===== src/sv/sst_pkg.sv =====
// Shared types and constants for the short string intern table.
// Used by the front, queue, back and top-level modules; depends on nothing.
package sst_pkg;

    localparam int TEXT_BITS = 120;
    localparam int TEXT_BYTES = 15;
    localparam int LEN_BITS = 4;
    localparam int SLOT_FIELD_BITS = 15;
    localparam int HANDLE_BITS = 10;
    localparam int HASH_NIBBLES = 8;
    localparam int QUEUE_DEPTH = 2;
    localparam int QPTR_BITS = 1;
    localparam logic [31:0] FNV_BASIS = 32'h811C9DC5;
    localparam logic [31:0] FNV_PRIME = 32'h01000193;

    typedef enum logic [2:0] {
        OUT_EMPTY    = 3'd0,
        OUT_SINGLE   = 3'd1,
        OUT_FOUND    = 3'd2,
        OUT_INSERTED = 3'd3,
        OUT_FULL     = 3'd4
    } t_outcome;

    typedef enum logic [1:0] {
        K_EMPTY,
        K_SINGLE,
        K_FULL,
        K_LOOKUP
    } t_kind;

    typedef struct packed {
        t_kind                       kind;
        logic [SLOT_FIELD_BITS-1:0]  slot;
        logic [TEXT_BITS-1:0]        text;
        logic [LEN_BITS-1:0]         len;
    } t_job;

    typedef enum logic [1:0] {
        F_IDLE,
        F_HASH,
        F_MOD,
        F_PUSH
    } t_front_state;

    typedef enum logic [2:0] {
        B_CLEAR,
        B_IDLE,
        B_SLOT_RD,
        B_SLOT_CHK,
        B_ENT_CHK
    } t_back_state;

endpackage


===== src/sv/sst_queue.sv =====
// Two-entry queue that carries classified jobs from the front to the back.
// Uses the job type from sst_pkg.
module sst_queue import sst_pkg::*; (
    input  logic i_clk,
    input  logic i_rst_n,
    input  logic i_push_valid,
    input  t_job i_push_job,
    output logic o_full,
    output logic o_pop_valid,
    output t_job o_pop_job,
    input  logic i_pop
);

    t_job                 r_mem [QUEUE_DEPTH];
    logic [QPTR_BITS-1:0] r_wp, n_wp;
    logic [QPTR_BITS-1:0] r_rp, n_rp;
    logic [QPTR_BITS:0]   r_cnt, n_cnt;
    logic                 push;
    logic                 pop;

    assign o_full = (r_cnt == (QPTR_BITS+1)'(QUEUE_DEPTH));
    assign o_pop_valid = (r_cnt != '0);
    assign o_pop_job = r_mem[r_rp];
    assign push = i_push_valid && !o_full;
    assign pop = i_pop && o_pop_valid;

    always_comb begin
        n_wp = push ? r_wp + 1'b1 : r_wp;
        n_rp = pop ? r_rp + 1'b1 : r_rp;
        n_cnt = r_cnt + (QPTR_BITS+1)'(push) - (QPTR_BITS+1)'(pop);
    end

    always_ff @(posedge i_clk) begin
        if (!i_rst_n) begin
            r_wp  <= '0;
            r_rp  <= '0;
            r_cnt <= '0;
        end else begin
            r_wp  <= n_wp;
            r_rp  <= n_rp;
            r_cnt <= n_cnt;
        end
    end

    always_ff @(posedge i_clk) begin
        if (push) begin
            r_mem[r_wp] <= i_push_job;
        end
    end

endmodule


===== config.mk =====
export PLATFORM = sky130hd
export DESIGN_NAME = sst_queue
export DESIGN_NICKNAME = d
export VERILOG_FILES = /design/src/sv/sst_pkg.sv /design/src/sv/sst_queue.sv
export SDC_FILE = /design/constraint.sdc
export NUM_CORES = 1
export LEC_CHECK = 0
export BUFFER_PORTS_ARGS = -buffer_cell sky130_fd_sc_hd__clkbuf_2
export CAP_MARGIN = 20
export CORE_MARGIN = 1
export CORE_UTILIZATION = 55
export CTS_CLUSTER_SIZE = 28
export DETAILED_ROUTE_END_ITERATION = 8
export GPL_TIMING_DRIVEN = 0
export PLACE_DENSITY = 0.82
export SLEW_MARGIN = 20
export SYNTH_ARGS = -nofsm -noshare
export SYNTH_HDL_FRONTEND = slang
export SYNTH_SLANG_ARGS = --single-unit

===== constraint.sdc =====
create_clock -name i_clk -period 14.7 [get_ports i_clk]
set_clock_uncertainty 0.15 [all_clocks]
set_input_delay 1.47 -clock i_clk [delete_from_list [all_inputs] [get_ports i_clk]]
set_output_delay 1.47 -clock i_clk [all_outputs]
set_load 0.01 [all_outputs]

==> Word level (Yosys, flattened, before mapping) <==
Memories as Yosys holds them, arrays and structs flattened. A register that Yosys moved wholly into a read port is not among the register bits.
Cells that the tools add are included.
Widths: inputs -> output; s select.
{ "op_classes": {"add_sub_neg": 4, "n_eq_ne": 1, "muxes": 4, "n_reduce_logical": 4} }
{ "ops": {"columns": ["cell", "n"], "rows": [
  ["$mux 1", 4],
  ["$add 1x1->1 const B", 2],
  ["$add 2x1->2", 1],
  ["$eq 2x2->1 const B", 1],
  ["$logic_and 1x1->1", 2],
  ["$reduce_bool 2->1", 1],
  ["$sub 2x1->2", 1],
  ["$logic_not 1->1", 1]
]} }
{ "totals": {"reg_bits": 4, "ram_bits": 282, "input_bits": 145, "out_inout_bits": 143, "mem_count": 1} }
{ "memory_table": {"columns": ["name", "depth", "width", "rd", "rd_ports_with_merged_regs", "write_ports", "line_no", "rtl"], "rows": [
  ["r_mem", 2, 141, 1, 1, 1, "sst_queue.sv:14", "t_job r_mem [QUEUE_DEPTH];"]
]} }

==> Logic depth before layout (Yosys ltp) <==
{ "logic_depth": {"depth_word": 5, "mapped_depth": 8, "depth_no_buf": 8} }

==> Worst setup path after synthesis <==
Ideal clock, no wire load.
{ "synth_timing": {"kind": "input to register", "start": "in i_push_valid", "end": "mem r_mem[0][0] (netlist name) (enable)", "setup_ns": 0.643, "arrival_time_ns": 7.420, "required_time_ns": 13.907, "slack_ns": 6.487, "cell_stages": 2, "n_path_buf": 0, "path_cell_list": "nand2_1 -> nor2_1"} }
{ "synth_between": {"elab_chain_cells": 3} }
{ "synth_rtl": {"columns": ["element", "line_no", "rtl"], "rows": [
  ["start: declaration", "sst_queue.sv:6", "input logic i_push_valid,"],
  ["$logic_and 1x1->1", "sst_queue.sv:24", "assign push = i_push_valid && !o_full;"],
  ["$mux 1", "sst_queue.sv:46", "if (push) begin"],
  ["$mux 1 (implied by the code)", "sst_queue.sv:47", "r_mem[r_wp] <= i_push_job;"],
  ["end: declaration", "sst_queue.sv:14", null]
]} }
No other way between the ends.

==> results.txt <==
The flow ran to the end, and the final reports show no timing, DRC or antenna violations. Counting every sink on the clock net gives around 290. Counting tap cells, the placed design contains a total of between 1,000 and 1,500 instances. The fraction of final layout cells sized beyond drive strength 1 is 0.6034. Dividing the final minimum period by the clock period gives 0.2340. The worst setup path is launched from a register. The number of nets produced by synthesis came out at roughly 610. The final worst setup slack is ~11 ns. The critical path is of the reg2out type. The filler cell count is 1,125. edfxtp_1 takes more of the synthesized area than any other cell. The fraction of the core area covered by cells at the end of the flow came out at 0.7180.

The critical-path maximum fanout is 10. TritonCTS built the clock tree. The post-route minimum period came out at 3.440 ns.

The maximum clock rate came out at between 0.2 and 0.3 GHz. The cell area after synthesis is 10,780 um2. The reg-to-reg setup timing slack is between 10 and 15 ns. A synthesized cell averages approximately 23 um2. In this design, the stage delay of the slowest critical-path cell is 0.32 ns.

The count of cell types in the netlist came out at 20. The iteration count of the initial detailed-routing pass came out at 4. The initial antenna violation count came out at 0.

The maximum root-to-sink buffer count is 3. The area growth from synthesis to layout is 26.22%. Summed over all nets, the half-perimeter wirelength after detailed placement is 14,560 um. Across the run, the number of max-cap violations was 0. The power per unit of standard cell area came out at approximately 180 nW/um2. In the post-synthesis netlist, the biggest area contributors are edfxtp_1, mux2_4, mux2_2, buf_6, dfxtp_1. Prior to clock tree synthesis, the placed netlist has a worst setup slack of around 12 ns.

Traced cell by cell, the critical path runs through buf_6, buf_8, buf_6, mux2_4, clkbuf_2. The die extent in y is around 140 um. The total number of H-tree levels is 1.

The count of final max-slew check failures was 0. Setup repair after global routing left no endpoint under its margin. Counting stages on the worst path, the most repeated cell is buf_6. The count of hold buffers inserted by post-cts repair came out at 0. Measured against its own limit, the worst slew margin works out to 0.5831. The setup fix buffers added after clock tree synthesis came out at 0.

In this run the core area contains 50 standard-cell rows. The kind of capture point of the worst setup path is a primary output. The post-cts gate resize count came out at 0.

The type of the worst min-delay path is reg2reg. The remaining antenna violation count after routing came out at 0. The clock latency on the worst-skew pair came out at 0.53 ns. The final route contains 5,509 vias.

The standby leakage power came out at around 5.4 nW. The slowest cell on the critical path is dfxtp_1. The total of buffers placed on input and output ports came out at 287. The flip-flop and latch count after synthesis came out at between 200 and 300. The clock transition at the registers of the reported paths came out at around 0.060 ns.

The synthesized instance count came out at 466. The number of global-route vias before repair came to between 5,000 and 6,000. The highest ir drop seen on vdd came out at roughly 0.16 mV. Clock tree synthesis selected as its root buffer the cell clkbuf_16.

In the final design database the tool counted between 900 and 1,000 nets. In this run the standard cell core region covers between 15,000 and 20,000 um2. The number of hold-slack violations in the final timing report is 0. The sum of negative setup slack is 0 ns. The area of the die came out at slightly above 20,000 um2.

The chip width came out at 142.0 um. The post-detailed-route wirelength per cell is 19.11 um. The final RePlAce weighted congestion came out at between 0.7 and 0.8. The count of cells in the finished layout, fillers not included, comes to roughly 1,100. The transition at the pin with the smallest max-transition slack came out at 0.6239 ns.

In this run, the number of DRC markers left after iteration 0 of detailed routing was 269. During I/O placement, the number of pins put on the boundary was 288. The share of synthesized area occupied by flip-flops and latches came out at 0.7946. For this run, the total global-route usage over all layers was measured as 0.1990. The pin count of the biggest net entering global routing is 47. The effective utilization at floorplan came out at 0.5688. Data on the critical path arrives at its endpoint at ~1.8 ns. The average via count per standard cell came out at roughly 5.1. The final routed DRC violation total came out at 0. The number of warning messages in the yosys log is 0. The number of buffers inserted during clock tree synthesis is 28. The share of Yosys cell area claimed by the top area cell type came out at 0.7853. The number of antenna diodes came out at 0. The wire length after detailed routing came out at 20,490 um. The data required time of the critical path is 13.08 ns. The overflow left after global routing came out at 0.

The setup-violating endpoint count in the final report is 0. The first-pass GRT wire length is 30,460 um.
-- layout by cell type (no fill, tap or decap), types with 2 or more instances in the layout --
cell       instances
and2_1             2
buf_12             4
buf_16             5
buf_2              5
buf_6             10
clkbuf_1          10
clkbuf_16         29
clkbuf_2         287
clkinv_1           6
clkinv_2           4
dfxtp_1            5
edfxtp_1         282
ha_1               2
inv_1              3
mux2_2            51
mux2_4            90
nand2_1            2
nand2b_1           2
nor2_1             3
-- state kept, by name, indices dropped and copies added (netlist names), named ones only --
name   flops
r_wp       1
r_cnt      2
r_mem    282
r_rp       1
-- final cells by class --
type,instances,area [um2],area share
clock inverters,11,72.57,0.005332
flip-flops and latches,287,8568,0.6295
clock buffers,39,763.2,0.05608
inverters,3,11.26,0.0008274
well taps,260,325.3,0.02390
plain buffers,16,152.6,0.01122
repair buffers,296,1654,0.1215
multi-input cells,160,2063,0.1516
-- synth_stat cells --
library cell / number
ha_1: 2
nand2_1: 2
mux2i_1: 1
inv_1: 3
buf_2: 5
buf_6: 10
mux2_4: 90
xnor2_1: 1
nor3_1: 1
dfxtp_1: 5
nand2b_1: 2
mux2_2: 51
or2_2: 1
nor2_1: 4
edfxtp_1: 282
buf_8: 1
xor2_1: 1
and2_1: 2
o21a_1: 1
and3_1: 1
-- per-layer routing --
layer  routed length [um]  vias to the layer above  global-route usage
met3                 1983                       47             0.07133
met1                 7609                     2685              0.2230
met5                    0                        -                   0
met2                10350                      270              0.3506
li1                     -                     2507                   -
met4                  541                        0             0.06904
-- path summary, 6_finish.rpt --
check	startpoint	to	depth (start not counted)
setup reg to reg	r_cnt[0]$_SDFF_PN0_	r_mem[0][77]$_DFFE_PP_	5
hold reg to reg	r_rp$_SDFFE_PN0P_	r_rp$_SDFFE_PN0P_	2
hold / removal	r_rp$_SDFFE_PN0P_	r_rp$_SDFFE_PN0P_	2
setup / recovery	register	o_pop_job[65]	5
-- worst max-delay path: cells and delay by family, from the launching register on --
kind	cells	cell delay [ns]
mux	1	0.31
buf+inv	4	0.64
flops	1	0.32
-- stage by stage --
stage               hold slack (ns)  instance area (um2)  power (mW)
finish                       0.3776                13610       2.466
global route                 0.4093                13610       2.566
CTS                          0.3812                13610       2.490
detailed placement           0.3618                12770       1.839
global placement             0.3126                12540       1.815
floorplan                    0.3049                10780       1.577
-- where the power goes --
part | switching, mW | total (mW) | leakage (nW) | internal (mW)
clock network | 0.273 | 0.650 | 0.408 | 0.376
logic | 0.364 | 0.730 | 2.30 | 0.366
registers | 0.0328 | 1.09 | 2.68 | 1.05
total | 0.670 | 2.47 | 5.38 | 1.80
-- cells by family after synthesis --
logic type	after synthesis	share of synthesized area
compound gates	1	0.0006965
xor+xnor	2	0.001625
fa+ha+maj	2	0.002320
simple gates	13	0.006034
flops	287	0.7946
mux	142	0.1795
buf+inv	19	0.01520
Power figures use the tool's default switching activity.
