File: config.mk
export PLATFORM = sky130hd
export DESIGN_NAME = sst_front
export DESIGN_NICKNAME = d
export VERILOG_FILES = /design/src/sv/sst_pkg.sv /design/src/sv/sst_front.sv
export SDC_FILE = /design/constraint.sdc
export NUM_CORES = 1
export LEC_CHECK = 0
export BUFFER_PORTS_ARGS = -buffer_cell sky130_fd_sc_hd__buf_2
export CORE_ASPECT_RATIO = 1.2
export CORE_MARGIN = 8
export CORE_UTILIZATION = 52
export CTS_CLUSTER_SIZE = 10
export DETAILED_ROUTE_END_ITERATION = 12
export GPL_TIMING_DRIVEN = 0
export PLACE_DENSITY = 0.77
export SLEW_MARGIN = 20
export SYNTH_ARGS = -nofsm -noshare
export SYNTH_HDL_FRONTEND = slang
export SYNTH_SLANG_ARGS = --single-unit
File: constraint.sdc
create_clock -name i_clk -period 11.3 [get_ports i_clk]
set_clock_uncertainty 0.1 [all_clocks]
set_input_delay 1.13 -clock i_clk [delete_from_list [all_inputs] [get_ports i_clk]]
set_output_delay 1.13 -clock i_clk [all_outputs]
set_load 0.01 [all_outputs]
File: src/sv/sst_pkg.sv
// Shared types and constants for the short string intern table.
// Used by the front, queue, back and top-level modules; depends on nothing.
package sst_pkg;

    localparam int TEXT_BITS = 120;
    localparam int TEXT_BYTES = 15;
    localparam int LEN_BITS = 4;
    localparam int SLOT_FIELD_BITS = 15;
    localparam int HANDLE_BITS = 10;
    localparam int HASH_NIBBLES = 8;
    localparam int QUEUE_DEPTH = 2;
    localparam int QPTR_BITS = 1;
    localparam logic [31:0] FNV_BASIS = 32'h811C9DC5;
    localparam logic [31:0] FNV_PRIME = 32'h01000193;

    typedef enum logic [2:0] {
        OUT_EMPTY    = 3'd0,
        OUT_SINGLE   = 3'd1,
        OUT_FOUND    = 3'd2,
        OUT_INSERTED = 3'd3,
        OUT_FULL     = 3'd4
    } t_outcome;

    typedef enum logic [1:0] {
        K_EMPTY,
        K_SINGLE,
        K_FULL,
        K_LOOKUP
    } t_kind;

    typedef struct packed {
        t_kind                       kind;
        logic [SLOT_FIELD_BITS-1:0]  slot;
        logic [TEXT_BITS-1:0]        text;
        logic [LEN_BITS-1:0]         len;
    } t_job;

    typedef enum logic [1:0] {
        F_IDLE,
        F_HASH,
        F_MOD,
        F_PUSH
    } t_front_state;

    typedef enum logic [2:0] {
        B_CLEAR,
        B_IDLE,
        B_SLOT_RD,
        B_SLOT_CHK,
        B_ENT_CHK
    } t_back_state;

endpackage

File: src/sv/sst_front.sv
// Front end: accepts a string word, classifies it, hashes it with FNV-1a
// one byte per cycle and reduces the hash to a slot index. Uses sst_pkg.
module sst_front import sst_pkg::*; #(
    parameter int SLOT_COUNT = 2048,
    parameter int MAX_LENGTH = 15
) (
    input  logic                i_clk,
    input  logic                i_rst_n,
    input  logic                i_valid,
    output logic                o_stall,
    input  logic [63:0]         i_text_low,
    input  logic [55:0]         i_text_high,
    input  logic [LEN_BITS-1:0] i_text_length,
    output logic                o_job_valid,
    output t_job                o_job,
    input  logic                i_job_full
);

    localparam int SW = $clog2(SLOT_COUNT);
    localparam logic [SW:0] S_MOD = (SW+1)'(SLOT_COUNT);

    t_front_state         r_state, n_state;
    t_kind                r_kind, n_kind;
    logic [TEXT_BITS-1:0] r_text, n_text;
    logic [TEXT_BITS-1:0] r_shift, n_shift;
    logic [LEN_BITS-1:0]  r_len, n_len;
    logic [LEN_BITS-1:0]  r_left, n_left;
    logic [31:0]          r_hash, n_hash;
    logic [SW-1:0]        r_rem, n_rem;
    logic [2:0]           r_nib, n_nib;

    logic [TEXT_BITS-1:0] raw;
    logic [TEXT_BITS-1:0] text_in;
    logic [31:0]          hash_x;
    logic [31:0]          prod;
    logic [SW-1:0]        rem_v;
    logic [SW:0]          t;

    assign raw = {i_text_high, i_text_low};
    assign hash_x = r_hash ^ {24'h000000, r_shift[7:0]};
    assign prod = hash_x * FNV_PRIME;

    always_comb begin
        for (int b = 0; b < TEXT_BYTES; b++) begin
            text_in[b*8 +: 8] = (LEN_BITS'(b) < i_text_length) ? raw[b*8 +: 8] : 8'h00;
        end
    end

    always_comb begin
        rem_v = r_rem;
        t = '0;
        for (int k = 0; k < 4; k++) begin
            t = {rem_v, r_hash[31-k]};
            if (t >= S_MOD) begin
                t = t - S_MOD;
            end
            rem_v = t[SW-1:0];
        end
    end

    always_ff @(posedge i_clk) begin
        if (!i_rst_n) begin
            r_state <= F_IDLE;
        end else begin
            r_state <= n_state;
        end
    end

    always_ff @(posedge i_clk) begin
        r_kind  <= n_kind;
        r_text  <= n_text;
        r_shift <= n_shift;
        r_len   <= n_len;
        r_left  <= n_left;
        r_hash  <= n_hash;
        r_rem   <= n_rem;
        r_nib   <= n_nib;
    end

    always_comb begin
        n_state = r_state;
        n_kind  = r_kind;
        n_text  = r_text;
        n_shift = r_shift;
        n_len   = r_len;
        n_left  = r_left;
        n_hash  = r_hash;
        n_rem   = r_rem;
        n_nib   = r_nib;
        case (r_state)
            F_IDLE: begin
                if (i_valid) begin
                    n_text  = text_in;
                    n_shift = text_in;
                    n_len   = i_text_length;
                    n_left  = i_text_length - 1'b1;
                    n_hash  = FNV_BASIS;
                    n_rem   = '0;
                    n_nib   = '0;
                    if (i_text_length == '0) begin
                        n_kind  = K_EMPTY;
                        n_state = F_PUSH;
                    end else if (i_text_length == LEN_BITS'(1)) begin
                        n_kind  = K_SINGLE;
                        n_state = F_PUSH;
                    end else if (i_text_length > LEN_BITS'(MAX_LENGTH)) begin
                        n_kind  = K_FULL;
                        n_state = F_PUSH;
                    end else begin
                        n_kind  = K_LOOKUP;
                        n_state = F_HASH;
                    end
                end
            end
            F_HASH: begin
                n_hash  = prod;
                n_shift = r_shift >> 8;
                if (r_left == '0) begin
                    n_state = F_MOD;
                end else begin
                    n_left = r_left - 1'b1;
                end
            end
            F_MOD: begin
                n_rem  = rem_v;
                n_hash = r_hash << 4;
                n_nib  = r_nib + 1'b1;
                if (r_nib == 3'(HASH_NIBBLES - 1)) begin
                    n_state = F_PUSH;
                end
            end
            F_PUSH: begin
                if (!i_job_full) begin
                    n_state = F_IDLE;
                end
            end
            default: begin
                n_state = F_IDLE;
            end
        endcase
    end

    assign o_stall = (r_state != F_IDLE);
    assign o_job_valid = (r_state == F_PUSH);
    assign o_job.kind = r_kind;
    assign o_job.slot = SLOT_FIELD_BITS'(r_rem);
    assign o_job.text = r_text;
    assign o_job.len = r_len;

endmodule

### Word level (Yosys, flattened, before mapping)

Index checks and enable logic that the tools add are counted.

| word-level totals | value |
|---|---|
| bits in registers | 298 |
| output and inout bits | 143 |
| word-level logic and storage cells | 103 |

| cells by class | value |
|---|---|
| add/subtract/negate cells | 7 |
| multiply operators | 1 |
| order comparisons | 20 |
| equality and inequality tests | 10 |
| multiplexer cells | 40 |
| bitwise logic cells | 1 |
| reduce and logical (&&, ||, !) cells | 14 |

Operators with widths:

| cell | number |
|---|---|
| $pmux W120 S2 | 1 |
| $mux W120 | 1 |
| $mux W8 | 15 |
| $pmux W32 S3 | 1 |
| $mux W11 | 5 |
| $ge A12 B12 Y1 const B | 4 |
| $sub A11 B1 Y11 const B | 4 |
| $mul A32 B25 Y32 const B | 1 |
| $mux W32 | 1 |
| $xor A32 B8 Y32 | 1 |
| $lt A4 B4 Y1 const A | 7 |
| $pmux W11 S2 | 1 |
| $lt A3 B4 Y1 const A | 4 |
| $mux W2 | 7 |
| $ne A2 B2 Y1 const B | 5 |
| $logic_not A4 Y1 | 2 |
| $lt A1 B4 Y1 const A | 2 |
| $lt A2 B4 Y1 const A | 2 |
| $mux W4 | 2 |
| $pmux W2 S4 | 1 |
| $pmux W4 S2 | 1 |
| $reduce_and A2 Y1 | 4 |
| $sub A4 B1 Y4 const B | 2 |
| $pmux W3 S2 | 1 |
| 14 further kinds | 18 |

### Logic depth before layout (Yosys ltp)

Gate-level depths: netlist of run 1.

| depth | value |
|---|---|
| depth after elaboration | 9 |
| depth in mapped cells | 25 |
| gate-level depth less buffers | 24 |

### Worst setup path after synthesis of run 1

Ideal clock, no wire load.

| timing | value |
|---|---|
| kind | register to register |
| start point | register r_state[1] |
| end point | register r_left[0], enable pin |
| library setup time | 0.320 ns |
| arrival | 10.204 ns |
| path slack | 0.677 ns |
| cell stages (with the launch flop) | 8 |
| path buffers | 2 |
| cell sequence | dfxtp_1 inv_1 ha_1 clkbuf_1 inv_2 clkbuf_1 o21ai_0 o21a_1 |

| between the ends | value |
|---|---|
| longest elaborated chain between the ends | 3 |
| elaborated cells between the ends (all ways) | 6 |
| those cells by class | 3 x eq/ne; 3 x reduce/logical |

Ends and longest elaborated chain:

| what | line | text |
|---|---|---|
| start: declaration | sst_front.sv:22 | `t_front_state r_state, n_state;` |
| start signal: assignment | sst_front.sv:65 | `r_state <= n_state;` |
| $eq A2 B1 Y1 or $logic_not A2 Y1 (tied branches) | sst_front.sv:90 | `case (r_state)` |
| $ne A2 B2 Y1 (no line) or $reduce_bool A2 Y1 (tied branches) | -- |  |
| $reduce_and A3 Y1 (no line) * | -- |  |
| end signal: assignment | sst_front.sv:74 | `r_left <= n_left;` |
| end: declaration | sst_front.sv:27 | `logic [LEN_BITS-1:0] r_left, n_left;` |

Mark *: on every way between the ends. The rest lies on a longest branch, timed or not.
A chain may end at the register's enable or synchronous reset.

### Final worst setup path of run 1

| timing | value |
|---|---|
| start point | register r_shift[4] |
| end point | register r_hash[31], data pin |

| between the ends | value |
|---|---|
| longest elaborated chain between the ends | 3 |

Ends and longest elaborated chain:

| what | line | text |
|---|---|---|
| start: declaration | sst_front.sv:25 | `logic [TEXT_BITS-1:0] r_shift, n_shift;` |
| start signal: assignment | sst_front.sv:72 | `r_shift <= n_shift;` |
| $xor A32 B8 Y32 | sst_front.sv:40 | `assign hash_x = r_hash ^ {24'h000000, r_shift[7:0]};` |
| $mul A32 B25 Y32 | sst_front.sv:41 | `assign prod = hash_x * FNV_PRIME;` |
| $pmux W32 S3 | sst_front.sv:90 |  |
| named net n_hash[31] | sst_front.sv:28 | `logic [31:0] r_hash, n_hash;` |
| end signal: assignment | sst_front.sv:75 | `r_hash <= n_hash;` |
| end: declaration | sst_front.sv:28 |  |

The timed path passes the listed nets, and every way through them passes these cells.

==> results by group, run 1 <==
Detailed routing
  – Antenna Nets Post-Route: 0
  – DR WL/cell: 21.0 microns
  – Via Count: 11300
  – Vias per cell: 5.37
  – Pre-antenna DRT Iters: 5
  – First DRT Iteration DRCs: 592
  – Total wire length after detailed routing: 44300 microns
  – DR DRC count: 0

Hold path
  – Worst min path class: reg -> reg
  – Hold depth: 1
  – Min-delay src: r_shift[21]
  – Hold endpoint: r_shift[13]

Yosys
  – Netlist cell types: 62
  – Yosys top cell area share: 0.501
  – Cell with the most instances after synthesis: edfxtp_1
  – Synthesized instance count: 1333
  – Synth Cell Area: 0.0178 sq mm
  – Yosys warnings: 0
  – Synth Flop Type: edfxtp_1
  – Synth area leader: edfxtp_1
  – Top cells by area, synth: edfxtp_1 (50%), ha_1 (14%), fa_1 (8.3%)
  – Post-synthesis sequential area ratio: 0.503
  – Post-synth top cells: edfxtp_1 (296), inv_1 (200), ha_1 (195), and2_1 (128), mux2_2 (112)
  – Number of synthesized flops with an enable pin: 296
  – Syn Area/Cell: 13.3 sq um
  – Asr flop ratio synth: 0
  – Synthesized flop and latch total: 298

Timing
  – Post-layout min period: 6670 ps
  – Relative slew margins: 0.287
  – Final hold violations: 0
  – Final setup viols: 0
  – Period utilization: 0.590
  – Maximum clock rate: 150 MHz
  – Worst slew pin tran: 1070 ps
  – Slew Viols, Final: 0
  – Unrepaired setup endpoints after global routing: false
  – Setup ws final: 4630 ps

Clock tree
  – Clk sink count: 298
  – H-tree levels: 2
  – Worst-path clk slew: 60 ps
  – CTS tree: built
  – Post-cts hold buffer count: 0
  – Cts repair resizes: 0
  – Clock Root Buffer: clkbuf_16
  – Later-pin clock latency in the skew report: 530 ps
  – Clk buf depth: 3
  – Setup Fix Bufs, Post-CTS: 0
  – Total CTS buffers: 36

Floorplanning
  – Starting density of the core: 0.524
  – Die height: 218 microns
  – Core Area: 0.0339 sq mm
  – Total die area: 0.0403 sq mm
  – Die W: 185 microns
  – # IOs: 271
  – Rows: 74

Cells and area
  – Final #Nets: 2045
  – Syn-to-layout area delta: 17.8%
  – Post-Layout Cell Count: 2111
  – Fill cells: 2652
  – Share of layout cells above drive strength 1: 0.273

Worst setup path
  – CP required: 11450 ps
  – CP cell instances: xor2_1, ha_1, ha_1, fa_1, ha_1, fa_1, ha_1, inv_1, fa_1, inv_1, ha_1, a21oi_1, o21ai_0, a311oi_1, o21ai_2, a2111oi_2, o21bai_1, a41oi_1, o311ai_1
  – Critical path arrival: 6820 ps
  – Slowest cell on the critical path: xor2_1
  – Critical path type: reg -> reg
  – CP peak stage delay: 890 ps
  – R2r setup slk: 4630 ps
  – Maximum fanout along the worst path: 6
  – Reg-to-reg startpoint: r_shift[4]
  – Crit path buf inv count: 2
  – Crit path depth: 19
  – Critical path endpoint category: flip-flop
  – Reg2Reg Depth: 19
  – Cell family with most CP delay: adder cells
  – CP dominant cell by count: ha_1
  – Worst r2r dst: r_hash[31]
  – CP Launch Type: flip-flop

Global routing
  – Grt ovf: 0
  – Largest net degree at the start of global routing: 77
  – Overall Global Routing Usage: 0.221
  – Initial antenna violation count: 4
  – First-pass GRT wire length: 67900 microns
  – Number of global-route vias before repair: 12400

Placement
  – DP HPWL: 34700 microns
  – Final RePlAce weighted congestion: 0.858
  – Dpl ws: 4710 ps
  – Cells after DPL: 2066
  – IO Port Bufs: 266

Outcome
  – Status: finished clean

Job
  – Number of max-cap violations: 0
flip-flops by register name (all words and copies together) (netlist names):
signal	count
r_kind	2
r_shift	120
r_hash	32
r_nib	3
r_left	4
r_len	4
r_rem	11
r_state	2
r_text	120
cell type report:
type	count	area, sq um	share of cell area
clock inverter	6	113	0.00538
inverter	202	763	0.0365
antenna	2	5.00	0.000239
timing repair buffer	274	1530	0.0732
buffer	33	140	0.00670
sequential	298	8930	0.427
multi-input combinational	803	7960	0.381
tap	456	571	0.0273
clock buffer	37	905	0.0432
cell usage in the layout (no fill, tap or decap), types with 4 or more instances in the layout:
master     count
ha_1         195
o21a_1         8
o21ai_1        6
o21ai_0       20
clkbuf_16     36
clkbuf_1      24
buf_2        267
nor2_1        26
o21bai_1       6
a221o_1        8
nand3_1        4
conb_1         4
o211ai_1       4
xnor2_1       32
nor3_1         6
nand2_1       34
a21oi_1       21
mux2_2       112
a211oi_1       8
buf_1          5
and2_1       128
fa_1          74
a21o_1         8
inv_1        199
mux2i_1        6
and3_1        20
edfxtp_1     296
buf_4          5
a22oi_1        6
buf_16         7
xor2_1        24
worst max-delay path by stage:
| stage | start | endpoint | slack, ps |
|---|---|---|---|
| after floorplan | r_state[1] | r_left[0] | 680 |
| after global placement | r_state[1] | r_left[0] | -3760 |
| after detailed placement | r_shift[4] | r_hash[31] | 4710 |
| after CTS | r_shift[4] | r_hash[31] | 4680 |
| after global routing | r_shift[4] | r_hash[31] | 4300 |
| final | r_shift[4] | r_hash[31] | 4630 |
stage by stage:
step,hold WS [ps],area [sq um],setup TNS (ps),utilization
6_report,445,20900,0,0.617
5_1_grt,458,20900,0,0.617
4_1_cts,447,20900,0,0.617
3_5_place_dp,434,19900,0,0.587
3_3_place_gp,421,19700,-433270,0.580
2_1_floorplan,404,17800,0,-
cell families after synthesis:
logic type | Yosys count | synth area share
XOR/XNOR | 56 | 0.0276
buffers and inverters | 235 | 0.0506
other | 1 | 0.000211
AO/OA/AOI/OAI | 120 | 0.0489
multiplexers | 118 | 0.0744
flip-flops | 298 | 0.503
AND/OR/NAND/NOR | 236 | 0.0744
adder cells (fa/ha/maj) | 269 | 0.221
routing by layer:
metal / global-route usage / vias to the layer above / wire, microns
li1: - / 5278 / -
met1: 0.249 / 5529 / 16400
met2: 0.393 / 419 / 22600
met3: 0.0563 / 107 / 3410
met4: 0.0932 / 4 / 1800
met5: 0 / - / 26
Power of run 1 is left out: the tool's default activity adds up to more than one toggle a clock period on the data nets, which glitch-free logic cannot reach.
==> run 2: changes to the inputs <==
Settings changed: CORE_UTILIZATION 52 to 58, PLACE_DENSITY 0.77 to 0.81.
Clock period 11.3 ns to 6.2 ns, I/O delays scaled along.
==> results by group, run 2 (synthesized netlist as in run 1, its figures left out) <==
Outcome
  – Status: finished clean

Clock tree
  – CTS tree: built
  – Post-cts hold buffer count: 0 (unchanged)
  – Later-pin clock latency in the skew report: 520 ps (about the same)
  – Clock Root Buffer: clkbuf_16
  – Clk buf depth: 3 (unchanged)
  – H-tree levels: 2 (unchanged)
  – Worst-path clk slew: 60 ps (about the same)
  – Total CTS buffers: 35 (-2.8%)
  – Clk sink count: 298 (unchanged)

Timing
  – Hold WS: 262 ps (-183 ps)
  – Relative slew margins: 0.298 (+0.0109)
  – Post-layout min period: 6010 ps (-662 ps)
  – Maximum clock rate: 166 MHz (+11%)
  – Final setup viols: 0 (unchanged)
  – Worst slew pin tran: 1050 ps (-19.8 ps)
  – Final hold violations: 0 (unchanged)
  – Slew Viols, Final: 0 (unchanged)
  – Setup ws final: 193 ps (-4440 ps)
  – Period utilization: 0.969 (+0.379)

Detailed routing
  – DR WL met3: 3560 microns (+4.6%)
  – Via Count: 11600 (+2.0%)
  – Total wire length after detailed routing: 45000 microns (+1.6%)
  – DR WL/cell: 21.8 microns (+3.9%)
  – Antenna Nets Post-Route: 0 (unchanged)
  – Pre-antenna DRT Iters: 7 (+2)
  – DR DRC count: 0 (unchanged)
  – Vias per cell: 5.61 (+4.4%)
  – First DRT Iteration DRCs: 644 (+8.8%)
  – DR top layer: met5
  – Met2 wire length: 22700 microns (+0.45%)
  – Met1 wire length: 16600 microns (+1.2%)

Worst setup path
  – Critical path type: reg -> reg
  – CP Launch Type: flip-flop
  – Maximum fanout along the worst path: 6 (unchanged)
  – CP required: 6350 ps (-5100 ps)
  – CP peak stage delay: 540 ps (-350 ps)
  – Worst r2r dst: r_hash[31]
  – Critical path arrival: 6160 ps (-660 ps)
  – CP startpoint: r_shift[6]
  – CP dominant cell by count: ha_1
  – Reg2Reg Depth: 18 (-1)
  – R2r setup slk: 190 ps (-4440 ps)
  – Slowest cell on the critical path: fa_1
  – Reg-to-reg startpoint: r_shift[6]
  – Critical path endpoint category: flip-flop
  – CP cell instances: xor2_2, ha_1, ha_1, fa_1, ha_1, fa_1, ha_1, inv_1, fa_1, inv_1, ha_1, and3_1, a311oi_2, o21ai_2, a2111oi_4, o21bai_2, a41oi_1, o311ai_1
  – Worst Setup EP: r_hash[31]

Floorplanning
  – # IOs: 271 (unchanged)
  – Core Area: 0.0303 sq mm (-11%)
  – Die W: 176 microns (-4.9%)
  – Starting density of the core: 0.586 (+0.0619)
  – Total die area: 0.0365 sq mm (-9.5%)
  – Die height: 208 microns (-4.9%)
  – Rows: 70 (-5.4%)

Cells and area
  – Most frequent cells in the layout: edfxtp_1 (296), buf_2 (267), inv_1 (198)
  – Syn-to-layout area delta: 18.5%
  – Commonest non-fill, non-tap cell in the layout: edfxtp_1
  – Final #Nets: 2058 (+0.64%)
  – Share of layout cells above drive strength 1: 0.289 (+0.0152)
  – Post-Layout Cell Count: 2063 (-2.3%)
  – Top Registers: r_shift x120, r_text x120, r_hash x32

Placement
  – Dpl ws: -375 ps (-5090 ps)
  – IO Port Bufs: 266 (unchanged)
  – DP HPWL: 34400 microns (-0.73%)
  – Final RePlAce weighted congestion: 0.882 (+2.8%)
  – Cells after DPL: 2006 (-2.9%)

Global routing
  – Number of global-route vias before repair: 12500 (+0.96%)
  – Initial antenna violation count: 9 (+5)
  – Overall Global Routing Usage: 0.245 (+0.0234)
  – First-pass GRT wire length: 68900 microns (+1.5%)
  – Grt ovf: 0 (unchanged)
  – Largest net degree at the start of global routing: 108 (+40%)

Job
  – Number of max-cap violations: 0 (unchanged)

Hold path
  – Worst min path class: in -> reg
## run 2: cell count changes in the layout (fill, tap and decap cells not counted), sizes merged
cell / delta
buf: +14
bufinv: -2
clkbuf: -2
diode: +2
clkinv: +1
inv: -1
## run 2: how the worst min path moves through the flow
stage	depth (start not counted)	slack, ps	to	startpoint
CTS	3	230	r_state[0]	i_rst_n
global placement	2	420	r_state[0]	r_state[0]
global route	1	250	r_len[3]	i_text_length[3]
finish	3	260	r_state[0]	i_rst_n
floorplan	2	400	r_state[0]	r_state[0]
detailed placement	1	430	r_shift[38]	r_shift[46]
## run 2: per-layer routing
layer / global-route usage / vias up
met5: 0 / -
met4: 0.102 / 6
met2: 0.427 / 461
met3: 0.0602 / 123
li1: - / 5293
met1: 0.282 / 5683
## run 2: area by class of cell
| type | instances | area [sq um] |
|---|---|---|
| fillers | 2087 | 9260 |
| flip-flops and latches | 298 | 8930 |
| multi-input cells | 803 | 8130 |
| repair buffers | 288 | 1640 |
| clock buffers | 35 | 876 |
| inverters | 202 | 766 |
| well taps | 396 | 495 |
| plain buffers | 33 | 140 |
| clock inverters | 4 | 58.8 |
| diodes | 4 | 10.0 |
## run 2: per-stage QoR
| step | instance area [sq um] | setup TNS (ps) | util |
|---|---|---|---|
| floorplan | 17800 | 0 | - |
| global placement | 19600 | -47500 | 0.647 |
| detailed placement | 19800 | -1540 | 0.654 |
| CTS | 20800 | 0 | 0.687 |
| global route | 21000 | -0.688 | 0.694 |
| finish | 21000 | 0 | 0.694 |
## run 2: timing repair
action / 4_1_cts / 5_1_grt
resized for setup: 8 / 17
buffers inserted: 0 / 14
endpoints found under the setup margin: 13 / 11
pin swaps: 0 / 6
cloned: 0 / 0
## run 2: critical path, delay by kind of cell (launching register included)
family	cells	cell delay, ps
adders and majority gates	8	3000
AOI/OAI and AO/OA	6	1450
DFF	1	520
xor gates and xnor gates	1	360
and+or+nand+nor	1	200
buffers and inverters	2	110
Power of run 2 is left out for the same reason.
